**src/rtl/lru_pr_pkg.sv**
```systemverilog
`timescale 1ns / 1ps

package lru_pr_pkg;

   localparam int FRAMES_DEFAULT    = 8;
   localparam int PAGE_BITS_DEFAULT = 16;

   localparam int PAGE_W  = 16;
   localparam int SLOT_W  = 3;
   localparam int TOTAL_W = 32;
   localparam int ACT_W   = 4;

   typedef struct packed {
      logic              hit;
      logic [SLOT_W-1:0] frame_slot;
      logic              evicted_valid;
      logic [PAGE_W-1:0] evicted_page;
   } lookup_type;

endpackage

```
**src/rtl/lru_pr_in_reg.sv**
```systemverilog
`timescale 1ns / 1ps

module lru_pr_in_reg
   import lru_pr_pkg::*;
(
   input  logic              clock,
   input  logic              reset,
   input  logic              req_valid,
   output logic              req_ready,
   input  logic [PAGE_W-1:0] req_page,
   input  logic              advance,
   output logic              beat_valid,
   output logic [PAGE_W-1:0] beat_page
);

   logic              valid_ff;
   logic              valid_in;
   logic [PAGE_W-1:0] page_ff;

   assign req_ready  = !valid_ff || advance;
   assign beat_valid = valid_ff;
   assign beat_page  = page_ff;

   always_comb begin
      valid_in = valid_ff;
      if (req_ready) begin
         valid_in = req_valid;
      end
   end

   always_ff @(posedge clock) begin
      if (reset) begin
         valid_ff <= 1'b0;
      end else begin
         valid_ff <= valid_in;
      end
   end

   always_ff @(posedge clock) begin
      if (req_valid && req_ready) begin
         page_ff <= req_page;
      end
   end

endmodule

```
**src/rtl/lru_pr_frame_table.sv**
```systemverilog
`timescale 1ns / 1ps

module lru_pr_frame_table
   import lru_pr_pkg::*;
#(
   parameter int FRAMES    = FRAMES_DEFAULT,
   parameter int PAGE_BITS = PAGE_BITS_DEFAULT
) (
   input  logic              clock,
   input  logic              reset,
   input  logic              csr_write,
   input  logic [ACT_W-1:0]  csr_data,
   input  logic              advance,
   input  logic [PAGE_W-1:0] beat_page,
   output lookup_type        lookup
);

   localparam int IDX_W  = (FRAMES > 1) ? $clog2(FRAMES) : 1;
   localparam int RANK_W = IDX_W;
   localparam int ACT_RESET = (FRAMES < 8) ? FRAMES : 8;

   logic [PAGE_BITS-1:0] page_ff  [FRAMES];
   logic [RANK_W-1:0]    rank_ff  [FRAMES];
   logic [RANK_W-1:0]    rank_in  [FRAMES];
   logic [FRAMES-1:0]    valid_ff;
   logic [FRAMES-1:0]    valid_in;
   logic [ACT_W-1:0]     act_ff;
   logic [ACT_W-1:0]     act_in;
   logic [ACT_W-1:0]     act_m1;
   logic [FRAMES-1:0]    active;
   logic [PAGE_BITS-1:0] page_m;

   logic                 hit;
   logic                 found_empty;
   logic [IDX_W-1:0]     hit_idx;
   logic [IDX_W-1:0]     empty_idx;
   logic [IDX_W-1:0]     victim_idx;
   logic [IDX_W-1:0]     slot;
   logic                 ev_valid;

   assign page_m = PAGE_BITS'(beat_page);
   assign act_m1 = act_ff - 1'b1;

   always_comb begin
      for (int i = 0; i < FRAMES; i++) begin
         active[i] = (i < int'(act_ff));
      end
   end

   // clamp the written frame count into 1..FRAMES
   always_comb begin
      act_in = act_ff;
      if (csr_write) begin
         priority if (csr_data == '0) begin
            act_in = ACT_W'(1);
         end else if (int'(csr_data) > FRAMES) begin
            act_in = ACT_W'(FRAMES);
         end else begin
            act_in = csr_data;
         end
      end
   end

   always_comb begin
      hit         = 1'b0;
      found_empty = 1'b0;
      hit_idx     = '0;
      empty_idx   = '0;
      victim_idx  = '0;
      for (int i = FRAMES - 1; i >= 0; i--) begin
         if (active[i] && valid_ff[i] && page_ff[i] == page_m) begin
            hit     = 1'b1;
            hit_idx = IDX_W'(i);
         end
         if (active[i] && !valid_ff[i]) begin
            found_empty = 1'b1;
            empty_idx   = IDX_W'(i);
         end
         if (active[i] && valid_ff[i] && int'(rank_ff[i]) == int'(act_m1)) begin
            victim_idx = IDX_W'(i);
         end
      end
      priority if (hit) begin
         slot = hit_idx;
      end else if (found_empty) begin
         slot = empty_idx;
      end else begin
         slot = victim_idx;
      end
      ev_valid = !hit && !found_empty;
   end

   always_comb begin
      lookup.hit           = hit;
      lookup.frame_slot    = SLOT_W'(slot);
      lookup.evicted_valid = ev_valid;
      lookup.evicted_page  = ev_valid ? PAGE_W'(page_ff[victim_idx]) : '0;
   end

   // age frames younger than the touched one; an empty frame ages everything
   always_comb begin
      valid_in = valid_ff;
      for (int i = 0; i < FRAMES; i++) begin
         rank_in[i] = rank_ff[i];
         if (csr_write) begin
            valid_in[i] = 1'b0;
            rank_in[i]  = '0;
         end else if (advance) begin
            if (IDX_W'(i) == slot) begin
               valid_in[i] = 1'b1;
               rank_in[i]  = '0;
            end else if (active[i] && valid_ff[i]
                         && (!valid_ff[slot] || rank_ff[i] < rank_ff[slot])
                         && rank_ff[i] != RANK_W'(FRAMES - 1)) begin
               rank_in[i] = rank_ff[i] + 1'b1;
            end
         end
      end
   end

   always_ff @(posedge clock) begin
      if (reset) begin
         valid_ff <= '0;
         act_ff   <= ACT_W'(ACT_RESET);
         for (int i = 0; i < FRAMES; i++) begin
            rank_ff[i] <= '0;
         end
      end else begin
         valid_ff <= valid_in;
         act_ff   <= act_in;
         for (int i = 0; i < FRAMES; i++) begin
            rank_ff[i] <= rank_in[i];
         end
      end
   end

   always_ff @(posedge clock) begin
      if (advance && !csr_write) begin
         page_ff[slot] <= page_m;
      end
   end

endmodule

```
**src/rtl/lru_pr_rsp_reg.sv**
```systemverilog
`timescale 1ns / 1ps

module lru_pr_rsp_reg
   import lru_pr_pkg::*;
(
   input  logic               clock,
   input  logic               reset,
   input  logic               advance,
   input  lookup_type         lookup,
   output logic               rsp_valid,
   input  logic               rsp_ready,
   output logic               rsp_hit,
   output logic [SLOT_W-1:0]  rsp_frame_slot,
   output logic               rsp_evicted_valid,
   output logic [PAGE_W-1:0]  rsp_evicted_page,
   output logic [TOTAL_W-1:0] rsp_hit_total,
   output logic [TOTAL_W-1:0] rsp_fault_total
);

   logic               valid_ff;
   logic               valid_in;
   lookup_type         data_ff;
   logic [TOTAL_W-1:0] hit_total_ff;
   logic [TOTAL_W-1:0] hit_total_in;
   logic [TOTAL_W-1:0] fault_total_ff;
   logic [TOTAL_W-1:0] fault_total_in;

   always_comb begin
      valid_in       = valid_ff;
      hit_total_in   = hit_total_ff;
      fault_total_in = fault_total_ff;
      if (valid_ff && rsp_ready) begin
         valid_in = 1'b0;
      end
      if (advance) begin
         valid_in = 1'b1;
         if (lookup.hit) begin
            if (hit_total_ff != '1) begin
               hit_total_in = hit_total_ff + 1'b1;
            end
         end else if (fault_total_ff != '1) begin
            fault_total_in = fault_total_ff + 1'b1;
         end
      end
   end

   always_ff @(posedge clock) begin
      if (reset) begin
         valid_ff       <= 1'b0;
         hit_total_ff   <= '0;
         fault_total_ff <= '0;
      end else begin
         valid_ff       <= valid_in;
         hit_total_ff   <= hit_total_in;
         fault_total_ff <= fault_total_in;
      end
   end

   always_ff @(posedge clock) begin
      if (advance) begin
         data_ff <= lookup;
      end
   end

   // totals only move on advance, so they hold with the waiting beat
   assign rsp_valid         = valid_ff;
   assign rsp_hit           = data_ff.hit;
   assign rsp_frame_slot    = data_ff.frame_slot;
   assign rsp_evicted_valid = data_ff.evicted_valid;
   assign rsp_evicted_page  = data_ff.evicted_page;
   assign rsp_hit_total     = hit_total_ff;
   assign rsp_fault_total   = fault_total_ff;

endmodule

```
**src/rtl/lru_page_replacement.sv**
```systemverilog
`timescale 1ns / 1ps

// LRU page replacement unit.
// Request channel (req_valid/req_ready/req_page) carries one page reference
// per beat. Response channel (rsp_valid/rsp_ready/rsp_*) returns one beat per
// reference: hit or fault, the frame now holding the page, the evicted page if
// any, and saturating hit and fault totals.
// Configuration: pulse csr_write with csr_data to set the number of active
// frames (clamped to 1..FRAMES); this empties every frame, totals are kept.
// An accepted reference passes through the input register, the lookup and
// the response register. Throughput: one reference per cycle while the
// response channel does not stall; the frame lookup and rank update are
// a single combinational pass between the two registers.
// Reset: all frames empty, totals zero, active frame count min(FRAMES, 8).
// Stall: while rsp_ready is low the response register holds its beat, the
// input register holds one more reference, and req_ready then drops.

module lru_page_replacement
   import lru_pr_pkg::*;
#(
   parameter int FRAMES    = FRAMES_DEFAULT,
   parameter int PAGE_BITS = PAGE_BITS_DEFAULT
) (
   input  logic               clock,
   input  logic               reset,
   input  logic               req_valid,
   output logic               req_ready,
   input  logic [PAGE_W-1:0]  req_page,
   output logic               rsp_valid,
   input  logic               rsp_ready,
   output logic               rsp_hit,
   output logic [SLOT_W-1:0]  rsp_frame_slot,
   output logic               rsp_evicted_valid,
   output logic [PAGE_W-1:0]  rsp_evicted_page,
   output logic [TOTAL_W-1:0] rsp_hit_total,
   output logic [TOTAL_W-1:0] rsp_fault_total,
   input  logic               csr_write,
   input  logic [ACT_W-1:0]   csr_data
);

   logic              beat_valid;
   logic [PAGE_W-1:0] beat_page;
   logic              advance;
   lookup_type        lookup;

   assign advance = beat_valid && (!rsp_valid || rsp_ready);

   lru_pr_in_reg u_in_reg (
      .clock      (clock),
      .reset      (reset),
      .req_valid  (req_valid),
      .req_ready  (req_ready),
      .req_page   (req_page),
      .advance    (advance),
      .beat_valid (beat_valid),
      .beat_page  (beat_page)
   );

   lru_pr_frame_table #(
      .FRAMES    (FRAMES),
      .PAGE_BITS (PAGE_BITS)
   ) u_frame_table (
      .clock     (clock),
      .reset     (reset),
      .csr_write (csr_write),
      .csr_data  (csr_data),
      .advance   (advance),
      .beat_page (beat_page),
      .lookup    (lookup)
   );

   lru_pr_rsp_reg u_rsp_reg (
      .clock             (clock),
      .reset             (reset),
      .advance           (advance),
      .lookup            (lookup),
      .rsp_valid         (rsp_valid),
      .rsp_ready         (rsp_ready),
      .rsp_hit           (rsp_hit),
      .rsp_frame_slot    (rsp_frame_slot),
      .rsp_evicted_valid (rsp_evicted_valid),
      .rsp_evicted_page  (rsp_evicted_page),
      .rsp_hit_total     (rsp_hit_total),
      .rsp_fault_total   (rsp_fault_total)
   );

endmodule

```
**config.mk**
```make
export PLATFORM = sky130hd
export DESIGN_NAME = lru_page_replacement
export DESIGN_NICKNAME = d
export VERILOG_FILES = /design/src/rtl/lru_pr_pkg.sv /design/src/rtl/lru_pr_in_reg.sv /design/src/rtl/lru_pr_frame_table.sv /design/src/rtl/lru_pr_rsp_reg.sv /design/src/rtl/lru_page_replacement.sv
export SDC_FILE = /design/constraint.sdc
export NUM_CORES = 1
export LEC_CHECK = 0
export BUFFER_PORTS_ARGS = -buffer_cell sky130_fd_sc_hd__buf_2
export CORE_ASPECT_RATIO = 1.25
export CORE_UTILIZATION = 35
export DETAILED_ROUTE_END_ITERATION = 8
export PLACE_DENSITY = 0.49
export SKIP_CTS_REPAIR_TIMING = 1
export SLEW_MARGIN = 20
export SYNTH_ARGS = -nofsm -noshare
export SYNTH_HDL_FRONTEND = slang
export SYNTH_SLANG_ARGS = --single-unit
export TNS_END_PERCENT = 10
```
**constraint.sdc**
```tcl
create_clock -name clock -period 4.8 [get_ports clock]
set_input_delay 0.24 -clock clock [delete_from_list [all_inputs] [get_ports clock]]
set_output_delay 0.24 -clock clock [all_outputs]
set_load 0.1 [all_outputs]
```
# --- Word level (Yosys, flattened, before mapping) ---
# Memory sizes are Yosys's and may differ from the RTL's. A register that Yosys moved wholly into a read port is not among the register bits.
# Index checks and enable logic that the tools add are counted.
# Widths: inputs -> output; s select.
totals:
  mem_count: 2
  out_inout_bits: 87
  elab_cells: 275
  inputBits: 25
  regBits: 99
  ramBits: 152
classes:
  mux: 93
  n_addsub: 11
  reduce_logical: 92
  eq_ne: 33
  magnitude_cmp: 18
  bitwise: 9
mem_list:
  columns: ["memory", "depth", "word_bits", "rd", "rd_ports_with_merged_regs", "wr", "line_no", "source"]
  rows:
  - ["u_frame_table.page_ff", 8, 16, 9, 1, 1, "lru_pr_frame_table.sv:22", "logic [PAGE_BITS-1:0] page_ff [FRAMES];"]
  - ["u_frame_table.rank_ff", 8, 3, 9, 0, 8, "lru_pr_frame_table.sv:23", "logic [RANK_W-1:0] rank_ff [FRAMES];"]
ops:
  columns: ["operator", "count"]
  rows:
  - ["$mux 3", 66]
  - ["$eq 16x16->1", 8]
  - ["$add 32x1->32 const B", 2]
  - ["$ne 32x32->1 const B", 2]
  - ["$logic_and 1x1->1", 53]
  - ["$eq 4x4->1", 8]
  - ["$add 3x1->3 const B", 8]
  - ["$lt 3x3->1", 8]
  - ["$mux 1", 24]
  - ["$ne 3x3->1 const B", 8]
  - ["$lt 3x4->1 const A", 4]
  - ["$reduce_and 2->1", 8]
  - ["$logic_not 1->1", 15]
  - ["$eq 3x3->1 const A", 4]
  - ["$logic_or 1x1->1", 10]
  - ["$lt 1x4->1 const A", 2]
  - ["$lt 2x4->1 const A", 2]
  - ["$mux 4", 2]
  - ["$or 1x1->1", 8]
  - ["$eq 2x3->1 const A", 2]
  - ["$reduce_and 3->1", 2]
  - ["$gt 4x4->1 const B", 1]
  - ["$logic_not 4->1", 1]
  - ["$lt 3x4->1 const B", 1]
  - ["other kinds (7)", 7]

# --- Depth between registers and ports, before layout ---
logic_depth:
  ltp_word: 24
  depth_mapped: 25
  ltp_nobuf: 22

# --- Hierarchy ---
# Synthesis repeated with hierarchy kept, for this count alone.
hier_totals:
  cells_unflattened: 1457
  area_unflattened_um2: 15063.2
by_module_without_submodules:
  columns: ["mod", "n_inst", "cells_each", "area_each_um2", "seq_area_each_um2"]
  rows:
  - ["lru_pr_frame_table", 1, 1003, 10570.1, 4564.4]
  - ["lru_pr_rsp_reg", 1, 431, 3946.3, 1931.9]
  - ["lru_pr_in_reg", 1, 21, 535.5, 500.5]
  - ["lru_page_replacement", 1, 2, 11.3, 0.0]

# --- Least setup slack after synthesis ---
# OpenSTA, ideal clock, no wires.
synth_path:
  path_type: "register to register"
  start: "register u_frame_table.act_ff[0]"
  end: "memory u_frame_table.rank_ff[0][1] (netlist bit)"
  arrival_ns: 4.901
  path_buffers: 3
  setup_time_ns: 0.117
  slack_ns: -0.219
  stages_incl_launch_ff: 23
  cell_sequence: "dfxtp_1 > buf_4 > inv_1 > ha_1 > buf_2 > nor2_1 > o21ai_2 > or3b_1 > or4_1 > nand4_2 > nor2_1 > a21oi_4 > inv_2 > buf_1 > and2_1 > a211oi_1 > a21oi_1 > a21oi_1 > ha_1 > nor2_1 > o311ai_0 > a21bo_1 > a32o_1"
synth_lines:
  columns: ["element", "line_no", "source"]
  rows:
  - ["from (decl)", "lru_pr_frame_table.sv:27", "logic [ACT_W-1:0] act_ff;"]
  - ["from (signal assigned)", "lru_pr_frame_table.sv:124", "act_ff <= ACT_W'(ACT_RESET);"]
  - ["from (signal assigned)", "lru_pr_frame_table.sv:130", "act_ff <= act_in;"]
  - ["to (decl)", "lru_pr_frame_table.sv:23", null]

==> impl_metrics.yaml <==
logic_synthesis:
  synth_cell_types: 90
  synth-seq-cells: 267
  ys_async_sr_fraction_pct: 0
  synthTopCellsByArea: "edfxtp_1 (34%), dfxtp_1 (14%), xor2_1 (9.6%)"
  syn_area_sq_mm: 0.0147
  syn_avg_cell_area_sq_um: 10.9
  synth_top_area_cell: "edfxtp_1"
  synth_compound_area_share_pct: 8.05
  synth.top_cell.area_share_pct: 33.8
  ys_seq_area_share_pct: 47.7
  synthMuxAreaShare_pct: 7.57
  ys_warn_count: 0
  syn_nets: 1399
  synth_edf_count: 165
  ys.flop_type: "edfxtp_1"
  synthCells: 1345
  synth_top_family_by_area: "simple AND/OR/NAND/NOR gates"
  synth_xor_area_share_pct: 13.1
  synth_fa_ha_area_share_pct: 2.47
  synth_simple_gate_area_share_pct: 18.0
clocking:
  clock-sinks: 267
  root_buffer: "clkbuf_16"
  clk_pin_slew_ps: 70
  clk_latency_ps: 590
  tritoncts: "yes"
  htreeDepth: 1
  numCtsBuffers: 30
  cts_max_path_buffers: 3
sta:
  grt_setup_unrepaired: "true"
  finalCritPeriodShare_pct: 95.3
  fmax_mhz: 219
  finalHoldViolCount: 0
  worstMarginPinSlew_ps: 914
  min_period_ps: 4570
  drv_slew: 0
  timing.final.ws_setup_ps: 228
  fin_skew_ps: 18.2
  setup_violations: 0
  maxSlewHeadroom_pct: 39.1
place:
  pre_cts_slack_ps: 53.7
  dp.cells: 2021
  portBuffers: 111
  placed_cell_area_sq_mm: 0.0163
  gp_congestion: 0.952
  dp_hpwl_mm: 35.5
floorplanning:
  core_area_sq_mm: 0.0412
  rows: 83
  die_y_microns: 231
  die_w_microns: 185
  die-area_sq_mm: 0.0428
  start_util_pct: 35.6
  io_pins: 112
hold_path:
  hold_path.class: "input port to flop"
global_routing:
  grt_pass1_vias: 11300
  grt_max_degree: 73
  grt_overflow: 0
  grt_use_total_pct: 21.9
  grt_antenna_before_repair: 1
  grt_pass1_wl_mm: 69.8
layout:
  fillers: 3973
  drive_above_1_share_pct: 23.0
  areaGrowthSynthToFinish_pct: 20.8
  fin_nets: 1597
  final_area_sq_mm: 0.0177
  fin_cells: 2120
setup_path:
  path_max_fanout: 24
  endpoint_kind: "flop"
  crit_arrival_ps: 5050
  critPathKind: "flop to flop"
  cp_data_required_time_ps: 5280
  start_kind: "flop"
route:
  viasPerCell: 5.33
  via_count: 11300
  ant_nets: 0
  dr.pass1.iters: 5
  drcViolationCount: 0
  post_drt_wl_per_cell_microns: 22.2
  drt_iter0_markers: 695
  wirelength_mm: 47.1
power_and_ir_drop:
  pwr-share-clk_pct: 44.2
  vdd_drop_max_v: 0.000275
  switchingPower_mw: 1.33
  comb_power_share_pct: 8.8
  p_int_mw: 3.97
  pwr-share-seq_pct: 47.0
  total_power_mw: 5.30
  swShare_pct: 25.1
  p_leak_nw: 6.80
  power_density_mw_per_mm2: 299
run:
  maxCapViolCount: 0
outcome:
  status: "finished clean"
==> logic make-up after synthesis <==
group                    after synthesis
AND/OR/NAND/NOR                      521
multiplexers                          68
buffers and inverters                 93
XOR/XNOR                             212
AO/OA/AOI/OAI                        155
adder cells (fa/ha/maj)               29
flip-flops                           267
==> cell usage after synthesis (26+ instances only) <==
cell type	n
mux4_2	32
nand2_1	83
ha_1	29
a21oi_1	28
dfxtp_1	102
edfxtp_1	165
xor2_1	161
xnor2_1	46
nor4_1	52
nor3_1	26
nand3_1	51
mux2i_1	33
nor2_1	178
==> worst paths after layout <==
kind | startpoint | to | slack, ps | cells past startpoint
max | u_frame_table.act_ff[1] | u_frame_table.rank_ff[0][1] | 230 | 19
min | csr_write | u_frame_table.act_ff[3] | 140 | 3
max reg2reg | u_frame_table.act_ff[1] | u_frame_table.rank_ff[0][1] | 230 | 19
min reg2reg | u_rsp_reg.rsp_fault_total[26] | u_rsp_reg.rsp_fault_total[26] | 500 | 2
==> worst max-delay path: stages, from the launching register on <==
cell,delay [ps]
dfxtp_1,310
inv_1,110
ha_2,250
buf_4,170
xor2_4,270
buf_4,180
xor2_2,200
o32ai_1,100
buf_4,170
a311o_1,370
o21ai_2,140
a21oi_2,100
or2_1,300
buf_4,270
inv_4,150
mux2i_1,90
mux2_4,330
o311ai_0,410
a21bo_1,290
a32o_1,250
==> metal layers <==
metal | up-vias | share of wire, % | global-route usage, %
li1 | 5324 | - | -
met1 | 5592 | 38 | 24.0
met2 | 289 | 54 | 41.4
met3 | 87 | 4.0 | 2.81
met4 | 0 | 4.2 | 9.61
met5 | - | 0 | 0
==> flip-flops by register name (all words and copies together), names as in the netlist <==
signal,count
u_frame_table.valid_ff,8
u_rsp_reg.rsp_fault_total,32
u_frame_table.rank_ff,24
u_rsp_reg.rsp_evicted_page,16
u_rsp_reg.rsp_frame_slot,3
u_in_reg.beat_page,16
u_in_reg.beat_valid,1
u_rsp_reg.rsp_hit,1
u_rsp_reg.rsp_valid,1
u_frame_table.page_ff,128
u_frame_table.act_ff,4
u_rsp_reg.rsp_hit_total,32
u_rsp_reg.rsp_evicted_valid,1
==> stage by stage <==
step                      setup TNS, ps  util (%)  hold slack, ps
final                                 0      43.0             144
after global routing              -49.5      43.0             162
after CTS                             0      41.8            -197
after detailed placement              0      39.4             418
after global placement                0      39.4             417
after floorplan                   -8210         -             339
==> power by group through the flow <==
stage / registers (mW) / logic (mW) / clock network (mW)
5_1_grt: 2.49 / 0.492 / 2.49
2_1_floorplan: 2.61 / 0.222 / 0
3_3_place_gp: 2.54 / 0.428 / 0
3_5_place_dp: 2.54 / 0.428 / 0
6_report: 2.49 / 0.466 / 2.34
4_1_cts: 2.49 / 0.429 / 2.41
==> cell type report <==
cell class | instances | area, sq um | area share [%]
Sequential cell | 267 | 7000 | 39.5
Multi-Input combinational cell | 985 | 7370 | 41.5
Timing Repair Buffer | 235 | 1590 | 8.97
Clock buffer | 34 | 766 | 4.32
Clock inverter | 22 | 221 | 1.25
Inverter | 24 | 92.6 | 0.522
Antenna cell | 1 | 2.50 | 0.0141
Tap cell | 552 | 691 | 3.90
==> cell usage in the layout, fill, tap and decap left out, drive strengths merged, types with 12 or more instances in the layout <==
cell type	Yosys	routed
a21oi	33	33
a32o	12	12
and2	12	12
and3	12	12
buf	44	211
clkbuf	25	35
clkinv	2	18
dfxtp	102	102
dlygate4sd3	0	23
edfxtp	165	165
ha	29	29
inv	22	23
mux2i	35	35
mux4	32	32
nand2	83	83
nand3	51	51
nand4	18	18
nor2	180	180
nor3	27	27
nor4	55	55
o21ai	32	32
or2	14	14
xnor2	47	47
xor2	163	163
(Power assumes the default switching activity.)
